### config.mk
export PLATFORM = sky130hd
export DESIGN_NAME = n2e_fifo
export DESIGN_NICKNAME = d
export VERILOG_FILES = /design/src/hdl/n2e_pkg.sv /design/src/hdl/n2e_fifo.sv
export SDC_FILE = /design/constraint.sdc
export NUM_CORES = 1
export LEC_CHECK = 0
export BUFFER_PORTS_ARGS = -buffer_cell sky130_fd_sc_hd__buf_2
export CAP_MARGIN = 15
export CORE_MARGIN = 3
export CORE_UTILIZATION = 40
export DETAILED_ROUTE_END_ITERATION = 10
export SYNTH_ARGS = -nofsm -noshare
export SYNTH_HDL_FRONTEND = slang
export SYNTH_SLANG_ARGS = --single-unit
### constraint.sdc
create_clock -name i_clk -period 13.9 [get_ports i_clk]
set_input_delay 2.78 -clock i_clk [delete_from_list [all_inputs] [get_ports i_clk]]
set_output_delay 2.78 -clock i_clk [all_outputs]
set_load 0.02 [all_outputs]
### src/hdl/n2e_pkg.sv
// Shared types and word codes for the number-to-words block.
// No dependencies.
`timescale 1ns / 1ps

package n2e_pkg;

    // word slots per request: four groups of five, plus the lone Zero
    localparam int SLOTS     = 21;
    localparam int ZERO_SLOT = 20;

    localparam logic [4:0] W_ZERO     = 5'd0;
    localparam logic [4:0] W_HUNDRED  = 5'd28;
    localparam logic [4:0] W_THOUSAND = 5'd29;
    localparam logic [4:0] W_MILLION  = 5'd30;
    localparam logic [4:0] W_BILLION  = 5'd31;

    typedef struct packed {
        logic [3:0] hun;
        logic [3:0] ten;
        logic [3:0] one;
    } t_group;

    // slot order is emission order: bit 0 goes out first
    typedef struct packed {
        logic [SLOTS-1:0]      mask;
        logic [SLOTS-1:0][4:0] words;
    } t_item;

endpackage

### src/hdl/n2e_fifo.sv
// Four-entry request queue between front and back end.
// Uses n2e_pkg for the entry type.
`timescale 1ns / 1ps

module n2e_fifo (
    input  logic           i_clk,
    input  logic           i_rst_n,
    input  logic           i_valid,
    input  n2e_pkg::t_item i_item,
    output logic           o_stall,
    output logic           o_valid,
    output n2e_pkg::t_item o_item,
    input  logic           i_stall
);

    localparam int DEPTH = 4;

    n2e_pkg::t_item r_mem [DEPTH];
    logic [1:0]     r_wr, r_rd;
    logic [2:0]     r_cnt;
    logic           w_push, w_pop;

    assign o_stall = r_cnt == 3'(DEPTH);
    assign o_valid = r_cnt != 3'd0;
    assign w_push  = i_valid && !o_stall;
    assign w_pop   = o_valid && !i_stall;

    always_ff @(posedge i_clk) begin
        if (!i_rst_n) begin
            r_wr  <= '0;
            r_rd  <= '0;
            r_cnt <= '0;
        end else begin
            if (w_push) r_wr <= r_wr + 2'd1;
            if (w_pop)  r_rd <= r_rd + 2'd1;
            r_cnt <= r_cnt + 3'(w_push) - 3'(w_pop);
        end
    end

    always_ff @(posedge i_clk) begin
        if (w_push) r_mem[r_wr] <= i_item;
    end

    assign o_item = r_mem[r_rd];

endmodule

; Word level (Yosys, flattened, before mapping)
; Memory sizes are Yosys's and may differ from the RTL's. A register that Yosys moved wholly into a read port is not among the register bits.
; Index checks and enable logic that the tools add are counted.
[word_totals]
regBits = 7
latch_bits = 0
mem_bits_rw = 504
mem_bits_ro = 0
input_bits = 130
out_inout_bits = 128
memories = 1
[op_classes]
addsub = 4
mul = 0
div = 0
order_cmp = 0
n_eq_ne = 1
n_shift = 0
mux = 4
bitwise_logic = 0
n_reduce_logical = 5
[mem_list]
columns = memory, words, width, rd, rd_ports_with_merged_regs, wr, line_no
row1 = r_mem, 4, 126, 1, 1, 1, n2e_fifo.sv:18  ; n2e_pkg::t_item r_mem [DEPTH];
[ops]
columns = cell, n
row1 = $add 2x1->2 const B, 2
row2 = $mux 2, 2
row3 = $add 3x1->3, 1
row4 = $eq 3x3->1 const B, 1
row5 = $reduce_bool 3->1, 1
row6 = $sub 3x1->3, 1
row7 = $logic_and 1x1->1, 2
row8 = $logic_not 1->1, 2
row9 = $mux 1, 2

; Logic depth before layout (Yosys ltp)
[logic_depth]
depth_word = 5
mapped_depth = 12
ltp_nobuf = 11

; Worst setup path after synthesis
; No wires, ideal clock.
[synth_path]
kind = in2reg
startpoint = input i_valid
endpoint = memory r_mem[0][0] in the netlist's numbering, enable pin
setup_time_ns = 0.500
t_arrival_ns = 6.056
required_ns = 13.400
setup_slack_ns = 7.344
stages = 3
path_buffers = 1
cell_sequence = nor2b_1 -> clkbuf_1 -> and2_1
[synth_between]
elab_chain_len = 3
[synth_rtl]
columns = element, line_no
row1 = start: declaration, n2e_fifo.sv:8  ; input logic i_valid,
row2 = $logic_and 1x1->1, n2e_fifo.sv:25  ; assign w_push = i_valid && !o_stall;
row3 = $mux 1, n2e_fifo.sv:41  ; if (w_push) r_mem[r_wr] <= i_item;
row4 = $mux 1 (implied by the code), n2e_fifo.sv:41
row5 = end: declaration, n2e_fifo.sv:18
; No other way between the ends.

==> out/metrics.csv <==
metric,value,unit
status,"complete, no violations",
GRT overflow,0,
period utilization,0.440,
Port Buf Inserts,257,
met1 global-route usage,0.210,
static leakage,7.43,nW
placed instance area,20600,um2
Detail Placement HPWL,22.0,mm
Avg WL per Cell,22.7,um
cell area after synthesis,18600,um2
Final Hold Vio Count,0,
gr busiest metal,met2,
worst endpoint required time,11.12,ns
worst setup margin,7.79,ns
vias in the first global route,8848,
CTS Buffer Depth,3,
DR vias,8337,
cts repair resizes,0,
Startpoint Class,register,
CTS Buf Count,53,
Crit Path Category,register to output pin,
Pwr Density,188,nW/um2
setup violators final,0,
Die W,222,um
routability cong.,0.711,
RSZ-0062 raised after global routing,no,
# Post-CTS Setup Buffers,0,
synth unique cells,22,
IO Count,258,
routing usage on met2,0.231,
num rows,78,
core area,45700,um2
# DRC,0,
CTS tree,yes,
Max-Cap Viols,0,
WL final,37.4,mm
H-tree depth,2,
Post-Syn Instances,709,
area delta synth->final,20.0,%
Syn. warnings,0,
hold_buf cts,0,
pin count of the biggest net entering global routing,65,
syn nets,846,
Antenna Nets Post-Route,0,
Skew-Pair Late Insertion Delay,0.58,ns
Crit Path Max Fanout,48,
initial DRC count,539,
setup_tns,0,ns
VDD IR max,0.108,mV
Slew Limit Fails,0,
min-delay src,r_rd[1]$_SDFFE_PN0P_,
Final Instance Area,22400,um2
"Reg clk slew, reported paths",0.06,ns
Max-Slew Margin vs Limit,0.311,
Sink Count,513,
met3 Track Usage GR,0.0519,
r2r startpoint,r_cnt[1]$_SDFF_PN0_,
register area share after synthesis,0.822,
Initial Utilization,0.408,
CP endpoint kind,output pin,
fill count,3730,
Worst Hold Class,register to register,
Worst-Margin Slew,1.03,ns
vias per cell,5.06,
worst endpoint data arrival time,3.33,ns
clock period minus final worst setup slack,6.11,ns
Die ar.,49200,um2
post-layout net count,1139,
DRT Pass-1 Iters,4,
layout cell share with drive strength beyond 1,0.459,
global-route wire length before repair,56.6,mm
total track usage,0.151,
antenna violations before repair,11,
Die Y,222,um
pre-CTS setup slack,8.00,ns
mean post-synth cell area,26.3,um2
#FFs+latches synth,513,
Fmax achieved,164,MHz
Worst Skew,0.0117,ns
Clk Tree Root Cell,clkbuf_16,
-- cells by family (layout without fill, tap and decap cells) --
| group | after synthesis | after routing | share of synthesized area |
|---|---|---|---|
| buf+inv | 36 | 372 | 0.0110 |
| compound gates | 3 | 3 | 0.00107 |
| flops | 513 | 513 | 0.822 |
| mux | 129 | 129 | 0.154 |
| other cells | 0 | 4 | 0 |
| xor+xnor | 2 | 2 | 0.000941 |
| fa+ha+maj | 7 | 7 | 0.00511 |
| simple gates | 19 | 19 | 0.00564 |
-- routing by layer --
layer	share of wire	vias to the layer above	wire (um)
met5	0.0030	-	114
met4	0.022	16	811
met3	0.075	71	2810
met2	0.47	253	17500
met1	0.43	4339	16100
li1	-	3658	-
-- power breakdown --
part           internal, W  leakage (nW)  switching [W]
clock network     0.000848         0.860       0.000568
logic             0.000340          1.87       0.000496
registers          0.00187          4.69      0.0000694
-- placed cells by master, fill, tap and decap left out, types with 3 or more instances in the layout --
cell type / count
edfxtp_1: 504
buf_2: 257
mux4_2: 126
clkbuf_16: 55
clkinv_1: 14
clkinv_2: 12
buf_4: 11
bufinv_16: 7
dfxtp_1: 7
inv_1: 6
ha_1: 6
nand2_1: 5
diode_2: 4
and2_4: 4
clkinvlp_4: 4
clkbuf_1: 4
mux2i_1: 3
-- cell type report --
| type | instances | area, um2 | share of cell area |
|---|---|---|---|
| clock buffers | 59 | 1390 | 0.0622 |
| repair buffers | 268 | 1370 | 0.0612 |
| multi-input cells | 160 | 3120 | 0.139 |
| clock inverters | 39 | 370 | 0.0166 |
| flip-flops and latches | 513 | 15300 | 0.686 |
| inverters | 6 | 22.5 | 0.00101 |
| well taps | 600 | 751 | 0.0336 |
| diodes | 4 | 10.0 | 0.000448 |
-- final timing paths --
check	endpoint	cells after the start	slack [ns]
max	o_item[115]	3	7.79
min	register	2	0.47
max reg2reg	r_mem[2][111]$_DFFE_PP_	5	10.50
min reg2reg	register	2	0.47
-- synthesized netlist by cell type --
cell / instances / area (um2)
and2_1: 6 / 37.5
ha_1: 6 / 75.1
nor2b_1: 2 / 12.5
fa_1: 1 / 20.0
edfxtp_1: 504 / 15100
buf_6: 6 / 67.6
nand2_1: 5 / 18.8
nor3_1: 1 / 5.00
mux4_2: 126 / 2840
buf_4: 2 / 15.0
mux2i_1: 3 / 30.0
clkbuf_1: 8 / 30.0
or3_1: 1 / 6.26
o21ai_0: 1 / 5.00
a21boi_0: 2 / 15.0
nor3b_1: 2 / 15.0
nand2b_1: 1 / 6.26
nor2_1: 1 / 3.75
dfxtp_1: 9 / 180
buf_2: 14 / 70.1
xnor2_1: 2 / 17.5
inv_1: 6 / 22.5
-- worst max-delay path, cell delays in order, from the launching register on --
cell	delay [ns]
dfxtp_4	1.01
buf_4	0.82
mux4_2	0.63
buf_2	0.19
-- metrics by stage --
step	instances	hold WS, ns	power [W]	util
2_1_floorplan	709	0.445	0.00255	-
3_3_place_gp	1547	0.450	0.00283	0.451
3_5_place_dp	1547	0.465	0.00284	0.451
4_1_cts	1645	0.469	0.00427	0.489
5_1_grt	1645	0.510	0.00438	0.489
6_report	1649	0.468	0.00420	0.489
-- sequential cells by signal (all words and copies together), names as in the netlist, named ones only --
| register | count |
|---|---|
| r_wr | 2 |
| r_rd | 2 |
| r_mem | 504 |
| r_cnt | 3 |
No activity file was read; power rests on OpenSTA's default activity.
