$ cat src/hdl/n2e_pkg.sv
// Shared types and word codes for the number-to-words block.
// No dependencies.
`timescale 1ns / 1ps

package n2e_pkg;

    // word slots per request: four groups of five, plus the lone Zero
    localparam int SLOTS     = 21;
    localparam int ZERO_SLOT = 20;

    localparam logic [4:0] W_ZERO     = 5'd0;
    localparam logic [4:0] W_HUNDRED  = 5'd28;
    localparam logic [4:0] W_THOUSAND = 5'd29;
    localparam logic [4:0] W_MILLION  = 5'd30;
    localparam logic [4:0] W_BILLION  = 5'd31;

    typedef struct packed {
        logic [3:0] hun;
        logic [3:0] ten;
        logic [3:0] one;
    } t_group;

    // slot order is emission order: bit 0 goes out first
    typedef struct packed {
        logic [SLOTS-1:0]      mask;
        logic [SLOTS-1:0][4:0] words;
    } t_item;

endpackage

$ cat src/hdl/n2e_back.sv
// Back end: walks the present word slots of one request, one word per cycle
// while the output is not stalled, into the output register. Uses n2e_pkg.
`timescale 1ns / 1ps

module n2e_back (
    input  logic           i_clk,
    input  logic           i_rst_n,
    input  logic           i_valid,
    input  n2e_pkg::t_item i_item,
    output logic           o_stall,
    output logic           o_valid,
    output logic [4:0]     o_word_code,
    output logic           o_last_word,
    input  logic           i_stall
);

    logic [n2e_pkg::SLOTS-1:0]      r_mask;
    logic [n2e_pkg::SLOTS-1:0][4:0] r_words;
    logic                           r_out_v;
    logic [4:0]                     r_out_word;
    logic                           r_out_last;

    logic [n2e_pkg::SLOTS-1:0] w_low, w_rest;
    logic [4:0]                w_word;
    logic                      w_free, w_have, w_emit, w_take, w_done;

    assign w_free = !r_out_v || !i_stall;
    assign w_have = r_mask != '0;
    assign w_low  = r_mask & (~r_mask + n2e_pkg::SLOTS'(1));
    assign w_rest = r_mask & ~w_low;
    assign w_done = w_rest == '0;
    assign w_emit = w_free && w_have;
    // next request may load as the current one hands over its final word
    assign w_take  = !w_have || (w_emit && w_done);
    assign o_stall = !w_take;

    always_comb begin
        w_word = '0;
        for (int i = 0; i < n2e_pkg::SLOTS; i++) begin
            w_word = w_word | (r_words[i] & {5{w_low[i]}});
        end
    end

    always_ff @(posedge i_clk) begin
        if (!i_rst_n) begin
            r_mask  <= '0;
            r_out_v <= 1'b0;
        end else begin
            if (w_take && i_valid) r_mask <= i_item.mask;
            else if (w_emit)       r_mask <= w_rest;
            if (w_free)            r_out_v <= w_emit;
        end
    end

    always_ff @(posedge i_clk) begin
        if (w_take && i_valid) r_words <= i_item.words;
        if (w_emit) begin
            r_out_word <= w_word;
            r_out_last <= w_done;
        end
    end

    assign o_valid     = r_out_v;
    assign o_word_code = r_out_word;
    assign o_last_word = r_out_last;

endmodule

$ cat config.mk
export PLATFORM = sky130hd
export DESIGN_NAME = n2e_back
export DESIGN_NICKNAME = d
export VERILOG_FILES = /design/src/hdl/n2e_pkg.sv /design/src/hdl/n2e_back.sv
export SDC_FILE = /design/constraint.sdc
export NUM_CORES = 1
export LEC_CHECK = 0
export ABC_AREA = 1
export BUFFER_PORTS_ARGS = -buffer_cell sky130_fd_sc_hd__buf_2
export CORE_UTILIZATION = 45
export DETAILED_ROUTE_END_ITERATION = 8
export HOLD_SLACK_MARGIN = 0.06
export PLACE_DENSITY = 0.72
export SLEW_MARGIN = 20
export SYNTH_ARGS = -nofsm -noshare
export SYNTH_HDL_FRONTEND = slang
export SYNTH_SLANG_ARGS = --single-unit
$ cat constraint.sdc
create_clock -name i_clk -period 2.75 [get_ports i_clk]
set_clock_uncertainty 0.05 [all_clocks]
set_input_delay 0.55 -clock i_clk [delete_from_list [all_inputs] [get_ports i_clk]]
set_output_delay 0.55 -clock i_clk [all_outputs]
set_load 0.05 [all_outputs]
; Yosys cells after proc, flatten, opt, wreduce, memory -nomap -nowiden
; Cells that the tools add are included.
[classes]
addsub = 1
muxes = 2
bitwise = 45
n_reduce_logical = 12
[ops]
columns = op, n
row1 = 5-bit bitwise AND, 21
row2 = 5-bit bitwise OR, 20
row3 = 21-bit bitwise AND, 2
row4 = 21-bit two-way mux, 2
row5 = 21-bit inverter, 2
row6 = "21-bit by 1-bit adder with 21-bit output, second input constant", 1
row7 = 21-bit zero test, 1
row8 = 21-bit nonzero test, 1
row9 = 1-bit zero test, 4
row10 = 1-bit logical AND, 3
row11 = 1-bit logical OR, 2
row12 = 2-bit nonzero test, 1
[word_totals]
ff_bits = 133

; Longest topological paths before layout
; Gate-level depths: netlist (run 1).
[depth]
word_depth = 24
depth_mapped = 17

; Worst setup path before layout (run 1)
; Ideal clock, no wire load.
[synth_path]
kind = flip-flop to flip-flop
startpoint = register r_mask[0] in the netlist's numbering
endpoint = register r_words[0] in the netlist's numbering, enable pin
t_arrival_ns = 2.583
t_required_ns = 2.288
slack_ns = -0.295
stages_incl_launch_ff = 15
n_path_buf = 1
path_cell_list = dfxtp_1 buf_6 nor2_8 nand2_4 nor2_8 nand2_1 nand2_1 nand2_1 inv_1 nand2_1 nor2_1 nand4_1 nand2_2 nand2_2 inv_2
[synth_between]
elab_chain_cells = 9
elab_cells_between_ends = 12
[synth_rtl]
columns = item, line_no
row1 = start: declaration, n2e_back.sv:17  ; logic [n2e_pkg::SLOTS-1:0] r_mask;
row2 = start signal: assignment, n2e_back.sv:49  ; if (w_take && i_valid) r_mask <= i_item.mask;
row3 = start signal: assignment, n2e_back.sv:50  ; else if (w_emit) r_mask <= w_rest;
row4 = 21-bit inverter, n2e_back.sv:29  ; assign w_low = r_mask & (~r_mask + n2e_pkg::SLOTS'(1));
row5 = 21-bit by 1-bit adder with 21-bit output, n2e_back.sv:29
row6 = 21-bit bitwise AND, n2e_back.sv:29
row7 = 21-bit inverter, n2e_back.sv:30  ; assign w_rest = r_mask & ~w_low;
row8 = 21-bit bitwise AND, n2e_back.sv:30
row9 = 21-bit zero test, n2e_back.sv:31  ; assign w_done = w_rest == '0;
row10 = 1-bit logical AND, n2e_back.sv:34  ; assign w_take = !w_have || (w_emit && w_done);
row11 = 1-bit logical OR *, n2e_back.sv:34
row12 = 1-bit logical AND *, n2e_back.sv:56  ; if (w_take && i_valid) r_words <= i_item.words;
row13 = end signal: assignment, n2e_back.sv:56
row14 = end: declaration, n2e_back.sv:18  ; logic [n2e_pkg::SLOTS-1:0][4:0] r_words;
; Every way passes the cells marked *; elsewhere a longest branch is shown, timed or not.
; A chain may end at the register's enable or synchronous reset.

; Worst setup path in the final report (run 1)
[layout_path]
startpoint = register r_mask[0] in the netlist's numbering
endpoint = output o_stall
[layout_between]
elab_chain_cells = 9
elab_cells_between_ends = 12
[layout_rtl]
columns = item, line_no
row1 = 21-bit inverter, n2e_back.sv:29
row2 = 21-bit by 1-bit adder with 21-bit output, n2e_back.sv:29
row3 = 21-bit bitwise AND, n2e_back.sv:29
row4 = 21-bit inverter, n2e_back.sv:30
row5 = 21-bit bitwise AND, n2e_back.sv:30
row6 = 21-bit zero test, n2e_back.sv:31
row7 = 1-bit logical AND, n2e_back.sv:34
row8 = 1-bit logical OR *, n2e_back.sv:34
row9 = 1-bit zero test *, n2e_back.sv:35  ; assign o_stall = !w_take;
row10 = end: declaration, n2e_back.sv:10  ; output logic o_stall,
; Marked as above.

==> impl_metrics.yaml, run 1 <==
synthesis:
  synth_nets: 651
  synthCells: 521
  ys_seq_area_share_pct: 67.0
  syn_area_um2: 5630
  synth-warning-count: 0
  synth.avg_cell_area_um2: 10.8
  synth_cell_types: 27
  synth_seq_cells: 133
timing:
  slew-limit-headroom_pct: 64.4
  period_share_pct: 95.7
  fmax_ghz: 0.380
  finalSetupViolations: 0
  max_slew.worst_pin.slew_ps: 534
  min_period_ps: 2630
  slew_viol_final: 0
  hold_viol: 0
layout:
  diodes: 0
  syn2layout_area_growth_pct: 27.6
  fin_cells: 851
  n_fill_cell: 1004
  regArea_um2: 3780
  drive_gt1_share_pct: 30.2
  multi_input_area_um2: 1650
  nets: 803
clocking:
  worstSkewPairLatency_ps: 410
  clock-root-buffer: "clkbuf_16"
  cts_inserted_buffers: 17
  clk_pin_slew_ps: 50
  cts_tree: "built"
  cts_sinks: 133
  cts_buffer_depth: 2
  htree_levels: 4
detailed_routing:
  postRouteAntennaNets: 0
  num_vias: 4434
  drc: 0
  wire_per_inst_um: 16.2
  drt_iter0_drc: 395
  routed_wl_mm: 13.8
  firstDrtPassIters: 5
  via_per_inst: 5.21
power:
  power_leakage_nw: 3.11
  p_per_area_nw_per_um2: 1290
  total_power_mw: 9.29
  peakVddDrop_mv: 0.599
floorplanning:
  dieArea_um2: 13000
  die_y_um: 114
  core_um2: 12100
  ioPinCount: 138
  die_x_um: 114
  start_util_pct: 46.5
  rows: 40
critical_path:
  worstReg2RegStart: "r_mask[0]$_SDFFE_PN0P_"
  worstSetupEndpointType: "output port"
  path_class: "flop to output port"
  start_kind: "flop"
  worstPathMaxFanout: 6
  cp_data_arrival_time_ps: 2030
  startpoint: "r_mask[0]$_SDFFE_PN0P_"
  cp_data_required_time_ps: 2150
placed_design:
  portBuffers: 137
  place_hpwl_mm: 10.0
  place_inst: 821
  gp_congestion: 0.968
global_routing:
  grtUsageTotal_pct: 22.1
  gr-total-overflow: 0
  grt_pass1_wl_mm: 21.2
  grt_max_degree: 43
  antenna_found_initial: 0
  grt_pass1_vias: 4350
worst_hold_path:
  min_path_type: "input pin to flop"
  hold_start: "i_item[39]"
job:
  cap_viol_max_count: 0
outcome:
  outcome: "completed"
registers in the layout (all words and copies together) (netlist names):
signal / cells
o_valid: 1
r_mask: 21
o_word_code: 5
o_last_word: 1
r_words: 105
Yosys cell counts:
| cell | count | area share (%) |
|---|---|---|
| nand3_2 | 1 | 0.18 |
| buf_6 | 3 | 0.60 |
| nand2_4 | 2 | 0.40 |
| a22oi_1 | 1 | 0.13 |
| dfxtp_1 | 22 | 7.8 |
| o21ai_0 | 4 | 0.36 |
| clkbuf_1 | 2 | 0.13 |
| nor2_1 | 39 | 2.6 |
| a211oi_1 | 4 | 0.53 |
| o2bb2ai_1 | 3 | 0.47 |
| edfxtp_1 | 111 | 59 |
| nand2_2 | 2 | 0.22 |
| or2_0 | 7 | 0.78 |
| buf_2 | 5 | 0.44 |
| a21oi_1 | 12 | 1.1 |
| inv_1 | 58 | 3.9 |
| buf_4 | 1 | 0.13 |
| nor2_8 | 3 | 1.1 |
| nand2_1 | 127 | 8.5 |
| o21ai_1 | 4 | 0.36 |
| nor2_2 | 5 | 0.56 |
| a221oi_1 | 15 | 2.3 |
| inv_2 | 2 | 0.13 |
| and3_1 | 2 | 0.22 |
| a22o_1 | 1 | 0.16 |
| nand4_1 | 10 | 1.1 |
| nand3_1 | 75 | 6.7 |
metrics by stage:
step	instance area [um^2]	hold WS [ps]	utilization (%)	setup slack, ps	TNS [ps]
floorplan	5630	408	-	162	0
global placement	6550	428	54.1	431	0
detailed placement	6550	436	54.1	342	0
CTS	7100	255	58.6	52.7	0
global route	7190	252	59.3	-37.4	-37.4
finish	7190	268	59.3	119	0
power by group:
part	switching (mW)	internal [mW]	total (mW)	leakage [nW]
clock network	0.747	1.30	2.04	0.257
logic	2.47	1.17	3.64	1.65
registers	0.347	3.27	3.61	1.21
worst paths after layout:
kind | endpoint | slack (ps) | cells after the start
min reg2reg | r_mask[19]$_SDFFE_PN0P_ | 440 | 2
max | o_stall | 120 | 11
max reg2reg | r_words[95]$_DFFE_PP_ | 310 | 13
min | r_words[39]$_DFFE_PP_ | 270 | 1
layout by cell type (no fill, tap or decap), types with 3 or more instances in the layout:
cell	count
nor2_8	3
o21ai_0	4
a221oi_1	15
a211oi_1	4
dfxtp_2	8
or2_0	7
buf_12	4
nor2_4	9
clkinv_1	5
nor2_1	26
buf_2	136
o21ai_1	3
nor2_2	9
inv_1	57
dfxtp_1	14
nand2_2	4
buf_4	4
nand4_1	10
a21oi_1	12
nand2_1	125
edfxtp_1	111
o2bb2ai_1	3
nand3_1	74
clkbuf_1	3
clkbuf_16	17
cell type report:
class	instances	area share, %
Sequential cell	133	52.6
Timing Repair Buffer	144	11.0
Clock buffer	20	6.08
Clock inverter	9	1.24
Tap cell	168	2.92
Multi-Input combinational cell	317	22.9
Inverter	60	3.17
what timing repair did:
item,CTS,global route
pin swaps,1,8
resized for setup,5,32
endpoints found under the setup margin,1,1
hold buffers,0,0
buffers inserted,1,0
routing by layer:
| metal | track usage [%] | share of wire (%) | wire [um] | up-vias |
|---|---|---|---|---|
| li1 | - | - | - | 2105 |
| met1 | 28.4 | 42 | 5800 | 2060 |
| met2 | 36.2 | 47 | 6430 | 233 |
| met3 | 4.78 | 7.9 | 1090 | 36 |
| met4 | 9.70 | 3.2 | 437 | 0 |
| met5 | 0 | 0 | 0 | - |
worst max-delay path: stages, from the launching register on:
cell and delay, ps:
dfxtp_2 350, nor2_8 150, nand2_4 120, nor2_4 140, nand3_1 100, nand2_1 90, nand2_1 70, nor2_1 140
nand4_1 120, nand2_2 100, inv_1 40, buf_4 180
kinds of logic after synthesis:
logic type | Yosys count | share of synthesized area, %
AO/OA/AOI/OAI | 44 | 5.40
AND/OR/NAND/NOR | 273 | 22.3
flip-flops | 133 | 67.0
buffers and inverters | 71 | 5.31
Power figures use the tool's default switching activity.
==> inputs of run 2 (changes only) <==
- PLACE_DENSITY: 0.72 -> 0.81
==> run 2 against run 1 <==
  * Power grew 3.1%
  * Flip-flop and latch count is the same
  * Utilization grew 0.65 points
  * Die area is the same
  * Wire length is 2.3% higher
  * Global-route usage rose by 0.83 points
  * Largest cell class unchanged
  * Non-clock buffer count is 3 higher
  * Critical path depth is the same
  * Sequential power barely moved
  * Worst setup slack lost 39 ps
==> impl_metrics.yaml, run 2 (synthesized netlist as in run 1, its figures left out) <==
outcome:
  outcome: "completed"
timing:
  fmax_ghz: 0.375
  min_period_ps: 2670
  hold_slack_ps: 254
  hold_viol: 0
  finalSetupViolations: 0
  finalSetupTns_ps: 0
  postLayoutSetupSlackWorst_ps: 80.8
  max_slew.worst_pin.slew_ps: 555
  slew_viol_final: 0
  period_share_pct: 97.1
  slew-limit-headroom_pct: 62.9
placed_design:
  post-place-ws_ps: 312
  portBuffers: 137
  dpl_cell_area_um2: 6540
  place_inst: 823
  gp_congestion: 0.975
  place_hpwl_mm: 10.4
clocking:
  cts_sinks: 133
  clock-root-buffer: "clkbuf_16"
  worstSkewPairLatency_ps: 420
  clk_pin_slew_ps: 50
  htree_levels: 4
  cts_buffer_depth: 2
  holdBufCountCts: 0
  cts_tree: "built"
  cts_inserted_buffers: 17
job:
  cap_viol_max_count: 0
layout:
  largest_reg_flops: 105
  syn2layout_area_growth_pct: 29.0
  drive_gt1_share_pct: 30.6
  layout.cells.most_common_list: "136 x buf_2, 121 x nand2_1, 111 x edfxtp_1"
  diodes: 0
  layout_commonest_cell: "buf_2"
  nets: 806
  regArea_um2: 3780
  fin_cells: 857
  finish.utilization_pct: 60.0
  multi_input_area_um2: 1660
  n_fill_cell: 970
  design_area_um2: 7270
  regMostFlops: "r_words"
global_routing:
  grt_busiest_layer: "met2"
  grt_pass1_wl_mm: 21.7
  grtUsageTotal_pct: 22.9
  met2_usage_pct: 37.8
  antenna_found_initial: 0
  grt_max_degree: 44
  gr-total-overflow: 0
  use_met1_pct: 29.1
  grt.met3_usage_pct: 6.16
  grt_pass1_vias: 4296
critical_path:
  cp_data_arrival_time_ps: 2070
  reg2reg_depth: 13
  path_class: "flop to output port"
  rrSetupSlack_ps: 240
  cp_data_required_time_ps: 2150
  worstReg2RegStart: "r_mask[6]$_SDFFE_PN0P_"
  worstSetupEndpointType: "output port"
  startpoint: "r_mask[6]$_SDFFE_PN0P_"
  worstPathMaxFanout: 8
  start_kind: "flop"
  crit_end: "o_stall"
  r2r_end: "r_words[13]$_DFFE_PP_"
floorplanning:
  rows: 40
  die_x_um: 114
  core_um2: 12100
  start_util_pct: 46.5
  ioPinCount: 138
  dieArea_um2: 13000
  die_y_um: 114
power:
  power_leakage_nw: 3.14
  total_power_mw: 9.58
  p_per_area_nw_per_um2: 1320
  peakVddDrop_mv: 0.590
detailed_routing:
  postRouteAntennaNets: 0
  wire_per_inst_um: 16.4
  drt_iter0_drc: 328
  drc: 0
  routed_wl_mm: 14.1
  firstDrtPassIters: 5
  via_per_inst: 5.15
  num_vias: 4412
worst_hold_path:
  min_path_type: "input pin to flop"
==> run 2: changes by cell type in the layout (fill, tap and decap cells not counted), sizes merged <==
cell / delta
bufinv: +2
clkinvlp: +1
buf: +3
clkbuf: -1
clkinv: +1
==> run 2: routing by layer <==
| metal | up-vias | wire (um) | share of wire [%] |
|---|---|---|---|
| met5 | - | 0 | 0 |
| met4 | 0 | 200 | 1.4 |
| met3 | 18 | 1100 | 7.8 |
| met2 | 201 | 6920 | 49 |
| met1 | 2078 | 5860 | 42 |
| li1 | 2115 | - | - |
==> run 2: final cells by class <==
class / count / area share [%]
flip-flops and latches: 133 / 52.1
repair buffers: 147 / 10.9
multi-input cells: 317 / 22.8
inverters: 60 / 3.13
clock inverters: 13 / 2.24
well taps: 168 / 2.89
clock buffers: 19 / 5.96
==> run 2: where the power goes <==
group	switching, mW	internal [mW]	total (mW)
Clock	0.792	1.49	2.28
Combinational	2.49	1.19	3.68
Sequential	0.352	3.27	3.62
==> run 2: timing repair <==
item,CTS,global route
pin swaps,1,11
endpoints found under the hold margin,0,0
resized for setup,5,32
buffers inserted,1,1
setup endpoints to repair,1,45
==> run 2: worst max-delay path, stage by stage, from the launching register on <==
cell and delay, ps:
dfxtp_1 370, nor2_2 180, nand2_2 110, nor2_8 180, nand2_1 70, nand2_1 100
nand2_1 60, nor2_1 130, nand4_1 130, nand2_2 90, inv_1 60, buf_6 150
==> run 2: worst min-delay path by stage <==
stage	from	endpoint	slack [ps]	cells past startpoint
after floorplan	r_mask[19]$_SDFFE_PN0P_	r_mask[19]$_SDFFE_PN0P_	410	2
after global placement	r_mask[19]$_SDFFE_PN0P_	r_mask[19]$_SDFFE_PN0P_	440	2
after detailed placement	r_mask[19]$_SDFFE_PN0P_	r_mask[19]$_SDFFE_PN0P_	430	2
after CTS	i_item[53]	r_words[53]$_DFFE_PP_	240	1
after global routing	i_item[53]	r_words[53]$_DFFE_PP_	240	1
final	i_item[84]	r_words[84]$_DFFE_PP_	250	1
